### src/rtl/lzo_pkg.sv
// Shared types and constants for the LZO1X stream decompressor.
// Used by lzo_parse, lzo_hist and lzo1x_stream_decompressor.
package lzo_pkg;

  localparam int WIN_BITS = 16;
  localparam int CNT_BITS = 24;
  localparam logic [CNT_BITS-1:0] CNT_MAX = {CNT_BITS{1'b1}};

  localparam logic [1:0] CMD_BYTE    = 2'd0;
  localparam logic [1:0] CMD_COPY    = 2'd1;
  localparam logic [1:0] CMD_START   = 2'd2;
  localparam logic [1:0] CMD_ILLEGAL = 2'd3;

  localparam logic [2:0] ERR_NONE         = 3'd0;
  localparam logic [2:0] ERR_NOT_CONSUMED = 3'd1;
  localparam logic [2:0] ERR_OVERRUN      = 3'd2;
  localparam logic [2:0] ERR_MISUSE       = 3'd3;
  localparam logic [2:0] ERR_LOOKBEHIND   = 3'd4;
  localparam logic [2:0] ERR_LENGTH       = 3'd5;

  typedef enum logic [3:0] {
    PH_FIRST, PH_OP, PH_AFTER_RUN, PH_AFTER_SHORT, PH_LEXT, PH_LIT_RUN,
    PH_LIT_TRAIL, PH_M1_FAR, PH_M1_NEAR, PH_M2, PH_MEXT, PH_MLO, PH_MHI
  } phase_t;

  typedef struct packed {
    logic [1:0] command;
    logic [7:0] in_byte;
    logic       last_byte;
  } cmd_t;

  typedef struct packed {
    logic                out_valid;
    logic [7:0]          out_byte;
    logic                want_input;
    logic                done_res;
    logic [2:0]          error_code;
    logic [CNT_BITS-1:0] out_count;
  } res_t;

  // parser result handed to the history stage
  typedef struct packed {
    logic                out_valid;
    logic                from_mem;
    logic [7:0]          lit_byte;
    logic [WIN_BITS-1:0] rd_addr;
    logic [WIN_BITS-1:0] wr_addr;
    logic                want_input;
    logic                done_res;
    logic [2:0]          error_code;
    logic [CNT_BITS-1:0] out_count;
  } pres_t;

endpackage

### src/rtl/lzo_parse.sv
// Opcode parser and block state of the LZO1X decompressor.
// Depends on lzo_pkg.
module lzo_parse import lzo_pkg::*; (
  input  logic  clk,
  input  logic  rst,
  input  logic  acc,
  input  cmd_t  word,
  output pres_t pres
);

  logic [CNT_BITS-1:0] produced, produced_next;
  phase_t              phase, phase_next;
  logic [CNT_BITS-1:0] len, len_next;
  logic [WIN_BITS-1:0] match_dist, match_dist_next;
  logic [CNT_BITS-1:0] copy_rem, copy_rem_next;
  logic [1:0]          trail, trail_next;
  logic [7:0]          opcode, opcode_next;
  logic                finished, finished_next;
  logic [2:0]          err, err_next;
  logic                emit, from_mem;

  always_comb begin
    logic [7:0]          b, t;
    logic                do_match, fin, do_add;
    logic [16:0]         mdist;
    logic [CNT_BITS-1:0] mlen;
    logic [1:0]          mtrail;
    logic [CNT_BITS:0]   addv, sum;
    logic [13:0]         off;
    logic [14:0]         far;
    produced_next   = produced;
    phase_next      = phase;
    len_next        = len;
    match_dist_next = match_dist;
    copy_rem_next   = copy_rem;
    trail_next      = trail;
    opcode_next     = opcode;
    finished_next   = finished;
    err_next        = err;
    emit            = 1'b0;
    from_mem        = 1'b0;
    b               = word.in_byte;
    t               = opcode;
    do_match        = 1'b0;
    fin             = 1'b0;
    do_add          = 1'b0;
    mdist           = '0;
    mlen            = '0;
    mtrail          = '0;
    addv            = '0;
    off             = {b, match_dist[7:2]};
    far             = {t[3], off};
    sum             = '0;
    if (acc) begin
      if (word.command == CMD_START) begin
        produced_next   = '0;
        phase_next      = PH_FIRST;
        len_next        = '0;
        match_dist_next = '0;
        copy_rem_next   = '0;
        trail_next      = '0;
        opcode_next     = '0;
        finished_next   = 1'b0;
        err_next        = ERR_NONE;
      end else if (!finished && err == ERR_NONE) begin
        if (word.command == CMD_BYTE) begin
          if (copy_rem != '0) begin
            err_next = ERR_MISUSE;
          end else begin
            unique case (phase)
              PH_FIRST, PH_OP, PH_AFTER_RUN, PH_AFTER_SHORT: begin
                if (phase == PH_FIRST && b > 8'h11) begin
                  len_next   = CNT_BITS'(b - 8'h11);
                  phase_next = (b < 8'h15) ? PH_LIT_TRAIL : PH_LIT_RUN;
                end else begin
                  opcode_next = b;
                  if (b >= 8'd64) begin
                    phase_next = PH_M2;
                  end else if (b >= 8'd16) begin
                    if ((b[5] ? {3'b0, b[4:0]} : {5'b0, b[2:0]}) == 8'd0) begin
                      len_next   = '0;
                      phase_next = PH_MEXT;
                    end else begin
                      len_next   = b[5] ? CNT_BITS'(b[4:0]) + CNT_BITS'(2)
                                        : CNT_BITS'(b[2:0]) + CNT_BITS'(2);
                      phase_next = PH_MLO;
                    end
                  end else if (phase == PH_OP || phase == PH_FIRST) begin
                    if (b == 8'd0) begin
                      len_next   = '0;
                      phase_next = PH_LEXT;
                    end else begin
                      len_next   = CNT_BITS'(b) + CNT_BITS'(3);
                      phase_next = PH_LIT_RUN;
                    end
                  end else begin
                    phase_next = (phase == PH_AFTER_RUN) ? PH_M1_FAR : PH_M1_NEAR;
                  end
                end
              end
              PH_LEXT: begin
                do_add = 1'b1;
                if (b == 8'd0) begin
                  addv = (CNT_BITS+1)'(8'hff);
                end else begin
                  addv       = (CNT_BITS+1)'(b) + (CNT_BITS+1)'(18);
                  phase_next = PH_LIT_RUN;
                end
              end
              PH_LIT_RUN, PH_LIT_TRAIL: begin
                if (produced >= CNT_MAX) begin
                  err_next = ERR_LENGTH;
                end else begin
                  emit          = 1'b1;
                  produced_next = produced + 1'b1;
                  if (len != '0) len_next = len - 1'b1;
                  if (len <= CNT_BITS'(1))
                    phase_next = (phase == PH_LIT_RUN) ? PH_AFTER_RUN : PH_AFTER_SHORT;
                end
              end
              PH_M1_FAR: begin
                do_match = 1'b1;
                mdist    = 17'h801 + 17'(t[7:2]) + {7'b0, b, 2'b0};
                mlen     = CNT_BITS'(3);
                mtrail   = t[1:0];
              end
              PH_M1_NEAR: begin
                do_match = 1'b1;
                mdist    = 17'd1 + 17'(t[7:2]) + {7'b0, b, 2'b0};
                mlen     = CNT_BITS'(2);
                mtrail   = t[1:0];
              end
              PH_M2: begin
                do_match = 1'b1;
                mdist    = 17'd1 + 17'(t[4:2]) + {6'b0, b, 3'b0};
                mlen     = CNT_BITS'(t[7:5]) + 1'b1;
                mtrail   = t[1:0];
              end
              PH_MEXT: begin
                do_add = 1'b1;
                if (b == 8'd0) begin
                  addv = (CNT_BITS+1)'(8'hff);
                end else begin
                  addv = (CNT_BITS+1)'(b) +
                         ((t[7:5] != 3'd0) ? (CNT_BITS+1)'(33) : (CNT_BITS+1)'(9));
                  phase_next = PH_MLO;
                end
              end
              PH_MLO: begin
                match_dist_next = WIN_BITS'(b);
                trail_next      = b[1:0];
                phase_next      = PH_MHI;
              end
              PH_MHI: begin
                mlen   = len;
                mtrail = trail;
                if (t[7:5] != 3'd0) begin
                  do_match = 1'b1;
                  mdist    = 17'(off) + 17'd1;
                end else if (far == '0) begin
                  fin = 1'b1;
                end else begin
                  do_match = 1'b1;
                  mdist    = 17'(far) + 17'h4000;
                end
              end
              default: phase_next = PH_OP;
            endcase
            if (do_add) begin
              sum      = {1'b0, len} + addv;
              len_next = sum[CNT_BITS-1:0];
              if (sum[CNT_BITS]) err_next = ERR_LENGTH;
            end
            if (do_match) begin
              if (CNT_BITS'(mdist) > produced) begin
                err_next = ERR_LOOKBEHIND;
              end else begin
                copy_rem_next   = mlen;
                match_dist_next = mdist[WIN_BITS-1:0];
                trail_next      = mtrail;
                len_next        = CNT_BITS'(mtrail);
                phase_next      = (mtrail != 2'd0) ? PH_LIT_TRAIL : PH_OP;
              end
            end
            if (fin) begin
              finished_next = 1'b1;
              if (!word.last_byte) err_next = ERR_NOT_CONSUMED;
            end else if (word.last_byte && err_next == ERR_NONE) begin
              err_next = ERR_OVERRUN;
            end
          end
        end else if (word.command == CMD_COPY) begin
          if (copy_rem == '0) begin
            err_next = ERR_MISUSE;
          end else if (produced >= CNT_MAX) begin
            err_next = ERR_LENGTH;
          end else begin
            emit          = 1'b1;
            from_mem      = 1'b1;
            produced_next = produced + 1'b1;
            copy_rem_next = copy_rem - 1'b1;
          end
        end else begin
          err_next = ERR_MISUSE;
        end
      end
    end
  end

  always_comb begin
    pres.out_valid  = emit;
    pres.from_mem   = from_mem;
    pres.lit_byte   = word.in_byte;
    pres.rd_addr    = produced[WIN_BITS-1:0] - match_dist;
    pres.wr_addr    = produced[WIN_BITS-1:0];
    pres.want_input = !finished_next && err_next == ERR_NONE && copy_rem_next == '0;
    pres.done_res   = finished_next;
    pres.error_code = err_next;
    pres.out_count  = produced_next;
  end

  always_ff @(posedge clk) begin
    if (rst) begin
      produced   <= '0;
      phase      <= PH_FIRST;
      len        <= '0;
      match_dist <= '0;
      copy_rem   <= '0;
      trail      <= '0;
      opcode     <= '0;
      finished   <= 1'b0;
      err        <= ERR_NONE;
    end else begin
      produced   <= produced_next;
      phase      <= phase_next;
      len        <= len_next;
      match_dist <= match_dist_next;
      copy_rem   <= copy_rem_next;
      trail      <= trail_next;
      opcode     <= opcode_next;
      finished   <= finished_next;
      err        <= err_next;
    end
  end

`ifndef SYNTHESIS
  a_copy_not_done: assert property (@(posedge clk) disable iff (rst)
    copy_rem != '0 |-> !finished)
    else $error("copy pending after end marker");
  a_err_sticky: assert property (@(posedge clk) disable iff (rst)
    err != ERR_NONE && !(acc && word.command == CMD_START) |=> err == $past(err))
    else $error("latched error changed");
  a_count_step: assert property (@(posedge clk) disable iff (rst)
    acc && word.command != CMD_START |=>
      produced == $past(produced) || produced == $past(produced) + 1'b1)
    else $error("produced count jumped");
`endif

endmodule

### config.mk
export PLATFORM = sky130hd
export DESIGN_NAME = lzo_parse
export DESIGN_NICKNAME = d
export VERILOG_FILES = /design/src/rtl/lzo_pkg.sv /design/src/rtl/lzo_parse.sv
export SDC_FILE = /design/constraint.sdc
export NUM_CORES = 1
export LEC_CHECK = 0
export BUFFER_PORTS_ARGS = -buffer_cell sky130_fd_sc_hd__buf_2
export CAP_MARGIN = 30
export CORE_ASPECT_RATIO = 0.5
export CORE_UTILIZATION = 35
export CTS_CLUSTER_SIZE = 16
export DETAILED_ROUTE_END_ITERATION = 12
export GPL_ROUTABILITY_DRIVEN = 0
export PLACE_DENSITY = 0.6
export SLEW_MARGIN = 15
export SYNTH_ARGS = -nofsm -noshare
export SYNTH_HDL_FRONTEND = slang
export SYNTH_SLANG_ARGS = --single-unit
### constraint.sdc
create_clock -name clk -period 14 [get_ports clk]
set_input_delay 1.4 -clock clk [delete_from_list [all_inputs] [get_ports clk]]
set_output_delay 1.4 -clock clk [all_outputs]
set_load 0.03 [all_outputs]
Word-level counts from Yosys, hierarchy flattened

Cells that the tools add are included.

Add/subtract/negate cells: 20
$lt $le $gt $ge: 7
Equal/unequal tests: 16
Muxes and demuxes: 164
Reduce and logical (&&, ||, !) cells: 32

Operators with widths:

| cell                                                       | number |
|---|---|
| 2-to-1 mux 24 bit                                          | 32 |
| 2-to-1 mux 16 bit                                          | 9 |
| 2-to-1 mux 25 bit                                          | 5 |
| one-hot mux 24 bit (4 select lines)                        | 1 |
| 2-to-1 mux 17 bit                                          | 5 |
| 2-to-1 mux 3 bit                                           | 22 |
| one-hot mux 16 bit (4 select lines)                        | 1 |
| 2-to-1 mux 4 bit                                           | 15 |
| zero test 24 bit                                           | 2 |
| 2-to-1 mux 8 bit                                           | 6 |
| one-hot mux 24 bit (2 select lines)                        | 1 |
| nonzero test 24 bit                                        | 2 |
| subtractor 24 x 1 -> 24 bit (second input constant)        | 2 |
| 2-to-1 mux 1 bit                                           | 43 |
| 2-to-1 mux 9 bit                                           | 3 |
| 2-to-1 mux 2 bit                                           | 13 |
| adder 24 x 25 -> 25 bit                                    | 1 |
| adder 24 x 1 -> 24 bit (second input constant)             | 1 |
| greater-or-equal comparator 24 bit (second input constant) | 1 |
| > comparator 17 x 24 -> 1 bit                              | 1 |
| <= comparator 24 x 1 -> 1 bit (second input constant)      | 1 |
| one-hot mux 4 bit (6 select lines)                         | 1 |
| == test 4 bit (second input constant)                      | 5 |
| 2-to-1 mux 6 bit                                           | 3 |
| 45 further kinds                                           | 63 |

Register bits after elaboration: 106
Input bits: 14
Output and inout port bits: 71
Word-level logic and storage cells: 248

Depth between registers and ports, before layout

Depth after elaboration: 32
Depth in mapped cells: 23
Mapped depth without buffers: 21

Least setup slack after synthesis

No wires, ideal clock.

Path kind: input to output
Start: input port word[2] (netlist bit)
End: output port pres[28] (netlist bit)
Arrival time: 6.466 ns
Data required time: 12.600 ns
Setup slack: 6.134 ns
Cell stages on the path: 17
Path buffers: 1
Cells stage by stage: clkbuf_1 inv_1 ha_1 or3b_2 nor2_1 a21oi_1 fa_1 nor2b_1 o31a_1 o221ai_1 a211o_1 nor4_1 a222oi_1 a221o_1 nor4_1 nand4_1 nor4b_1

RTL lines:

| item            | line           | text |
|---|---|---|
| start, declared | lzo_parse.sv:7 | `input cmd_t word,` |
| end, declared   | lzo_parse.sv:8 | `output pres_t pres` |

==> flow_metrics.env <==
export IMPL_postCtsSetupBuffers=0
export IMPL_path_class="input pin to primary output"
export IMPL_critPathLaunchType="input pin"
export IMPL_path_clk_slew_ns=0.08
export IMPL_critPathArrivalTime_ns=6.90
export IMPL_reg2reg_depth=20
export IMPL_finalCriticalPeriod_ns=8.30
export IMPL_crit_buf_inv=4
export IMPL_avgRoutedWirePerCell_um=19.8
export IMPL_root_buffer="clkbuf_16"
export IMPL_antenna_left=0
export IMPL_rrSetupSlack_ns=7.83
export IMPL_synthMuxAreaShare=0.00493
export IMPL_grt_usage=0.245
export IMPL_drc_errors=0
export IMPL_routed_wl_mm=39.8
export IMPL_drt_pass1_iterations=6
export IMPL_clock_latency_ns=0.38
export IMPL_core_area_um2=30500
export IMPL_port_buffers=84
export IMPL_p_leak_nw=4.53
export IMPL_max_stage_delay_ns=0.61
export IMPL_synth_fa_ha_area_frac=0.0781
export IMPL_synthMostInstantiatedCell="nor2_1"
export IMPL_synth_edf_count=0
export IMPL_outcome="finished clean"
export IMPL_final_net_count=1665
export IMPL_maxSlewHeadroom=0.401
export IMPL_cts_tree="yes"
export IMPL_syn2layout_area_growth_pct=7.76
export IMPL_cp_max_fo=13
export IMPL_yosysTopAreaCellShare=0.194
export IMPL_grt_max_degree=74
export IMPL_min_from="match_dist[14]$_SDFFE_PP0P_"
export IMPL_rsz0062_at_grt="no"
export IMPL_synth_top_cells_by_count="nor2_1, nand2_1, a21oi_1, dfxtp_1, o21ai_0"
export IMPL_instances_no_fill=2013
export IMPL_grt_overflow_total=0
export IMPL_synth_cell_types=81
export IMPL_maxCapViolations=0
export IMPL_worstReg2RegStart="opcode[5]$_SDFFE_PP0P_"
export IMPL_dieArea_um2=31900
export IMPL_synthTopCellsByArea="dfxtp_1, ha_1, nor2_1"
export IMPL_critPathCaptureType="primary output"
export IMPL_hold_class="flop to flop"
export IMPL_cts_buffer_depth=2
export IMPL_synth_main_ff_cell="dfxtp_1"
export IMPL_fin_setup_tns_ns=0
export IMPL_synth_xor_area_frac=0.0433
export IMPL_drt_iter0_drc=1634
export IMPL_io_pins=85
export IMPL_hold_viol_final=0
export IMPL_synthSimpleGateAreaFrac=0.304
export IMPL_path_cells="buf_2 -> inv_1 -> ha_1 -> nor3b_1 -> nand2_1 -> a21oi_1 -> ha_1 -> inv_1 -> fa_1 -> nor2b_1 -> o31a_1 -> o221ai_1 -> a211o_1 -> nor4_1 -> a222oi_1 -> a221o_1 -> nor4_1 -> nand4_1 -> nor4b_1 -> buf_2"
export IMPL_p_per_area_nw_per_um2=127
export IMPL_r2r_end="len[15]$_SDFFE_PP0P_"
export IMPL_dp_cells=1994
export IMPL_worst_slew_pin_slew_ns=0.896
export IMPL_die_h_um=127
export IMPL_finalMaxSlewViolations=0
export IMPL_synth_area_um2=10900
export IMPL_num_antenna_cells=0
export IMPL_crit_required_ns=12.60
export IMPL_crit_family="simple AND/OR/NAND/NOR gates"
export IMPL_core_rowCount=45
export IMPL_ys_ff_latch=106
export IMPL_setup_violations=0
export IMPL_slowest_stage="nor4_1"
export IMPL_cts_resized=0
export IMPL_fmax_ghz=0.121
export IMPL_yosys_warnings=0
export IMPL_grt_pass1_wl_mm=62.5
export IMPL_yosysSeqAreaShare=0.194
export IMPL_vias=12300
export IMPL_finalCritPeriodShare=0.593
export IMPL_start_util=0.358
export IMPL_avgSynthCellArea_um2=6.86
export IMPL_clock_skew_ns=0.0121
export IMPL_peakVddDrop_mv=0.0677
export IMPL_routed_via_density=6.13
export IMPL_numCtsBuffers=9
export IMPL_synth_top_family_by_area="simple AND/OR/NAND/NOR gates"
export IMPL_postCtsHoldBufs=0
export IMPL_die_w_um=252
export IMPL_synth_compound_area_share=0.297
export IMPL_cts_sinks=106
export IMPL_async_reset_ff_frac=0
export IMPL_whs_path_depth=2
export IMPL_htree_num_levels=3
export IMPL_syn_inst=1591
export IMPL_dp_hpwl_mm=29.2
export IMPL_min_to="match_dist[14]$_SDFFE_PP0P_"
export IMPL_syn_nets=1671
export IMPL_antenna_found_initial=0
export IMPL_drive_gt1_frac=0.101
export IMPL_grt_pass1_vias=11100
export IMPL_synth_largest_area_cell="dfxtp_1"
## cell families (layout without fill, tap and decap cells)
group,Yosys count,after routing
flip-flops,106,106
AND/OR/NAND/NOR,675,675
buffers and inverters,193,192
adder cells (fa/ha/maj),67,67
AO/OA/AOI/OAI,491,491
XOR/XNOR,54,54
multiplexers,5,5
## power breakdown
group          internal [mW]  switching [mW]  leakage (nW)
Sequential             0.323          0.0427         0.855
Clock                  0.163           0.132         0.157
Combinational          0.271           0.559          3.51
## flip-flops by register name (all words and copies together) (netlist names)
name and flops:
copy_rem 24, finished 1, len 24, phase 4
err 3, produced 24, trail 2, match_dist 16
opcode 8
## worst min-delay path, cell delays in order (launching register included)
cell and delay, ns:
dfxtp_1 0.32, nand2_1 0.05, a21oi_1 0.05
## through the flow
stage,setup slack (ns),utilization,hold WS [ns],area [um^2],total power [mW]
after CTS,5.87,0.385,0.460,11700,1.47
after global routing,5.23,0.385,0.476,11800,1.58
after global placement,6.13,0.373,0.445,11400,1.17
after detailed placement,5.90,0.374,0.449,11400,1.17
after floorplan,6.13,-,0.432,10900,0.964
final,5.70,0.385,0.457,11800,1.49
## layout make-up
class                   instances  area, um^2
fillers                      3262       18800
multi-input cells            1292        7940
flip-flops and latches        106        2120
repair buffers                104         568
well taps                     423         529
inverters                      72         270
clock buffers                  11         243
clock inverters                 5        85.1
## layer usage
| metal | vias up | share of wire | GRT usage |
|---|---|---|---|
| li1 | 5830 | - | - |
| met2 | 679 | 0.43 | 0.378 |
| met1 | 5739 | 0.45 | 0.344 |
| met4 | 0 | 0.027 | 0.0775 |
| met5 | - | 0 | 0 |
| met3 | 92 | 0.094 | 0.0425 |
## cell usage in the layout, fill, tap and decap left out, types with 6 or more instances in the layout
cell type	Yosys	routed
a21o_1	15	15
o31a_1	7	7
o21a_1	13	13
o311a_1	9	9
nand2b_1	15	15
a31o_2	6	6
nor4_1	34	32
xor2_1	15	15
ha_1	64	64
or3_1	15	15
nand4_1	27	27
o22ai_1	19	19
o211ai_1	13	13
xnor2_1	39	39
a211oi_1	19	19
buf_4	28	19
dfxtp_1	106	106
o311ai_0	8	7
nor3_1	64	64
clkbuf_16	0	9
nor2b_1	41	41
a21oi_1	121	121
o41ai_1	6	6
o21ai_0	103	103
nand2_1	156	156
or4_1	8	8
buf_2	1	84
or2_2	13	13
o31ai_1	16	16
o221ai_1	6	6
a22oi_1	18	18
a221oi_1	11	11
a21boi_0	7	7
nor2_1	181	181
and2_1	8	8
a31oi_1	30	30
inv_1	71	71
nand3_1	63	63
a22o_1	11	11
and3_1	21	21
## how the worst max path moves through the flow
stage | cells past startpoint | start | slack (ns) | end
after floorplan | 17 | word[2] | 6.13 | pres[28]
after global placement | 18 | word[1] | 6.13 | pres[28]
after detailed placement | 20 | word[2] | 5.90 | pres[28]
after CTS | 20 | word[2] | 5.87 | pres[28]
after global routing | 20 | word[2] | 5.23 | pres[28]
final | 20 | word[2] | 5.70 | pres[28]
(Power assumes the default switching activity.)
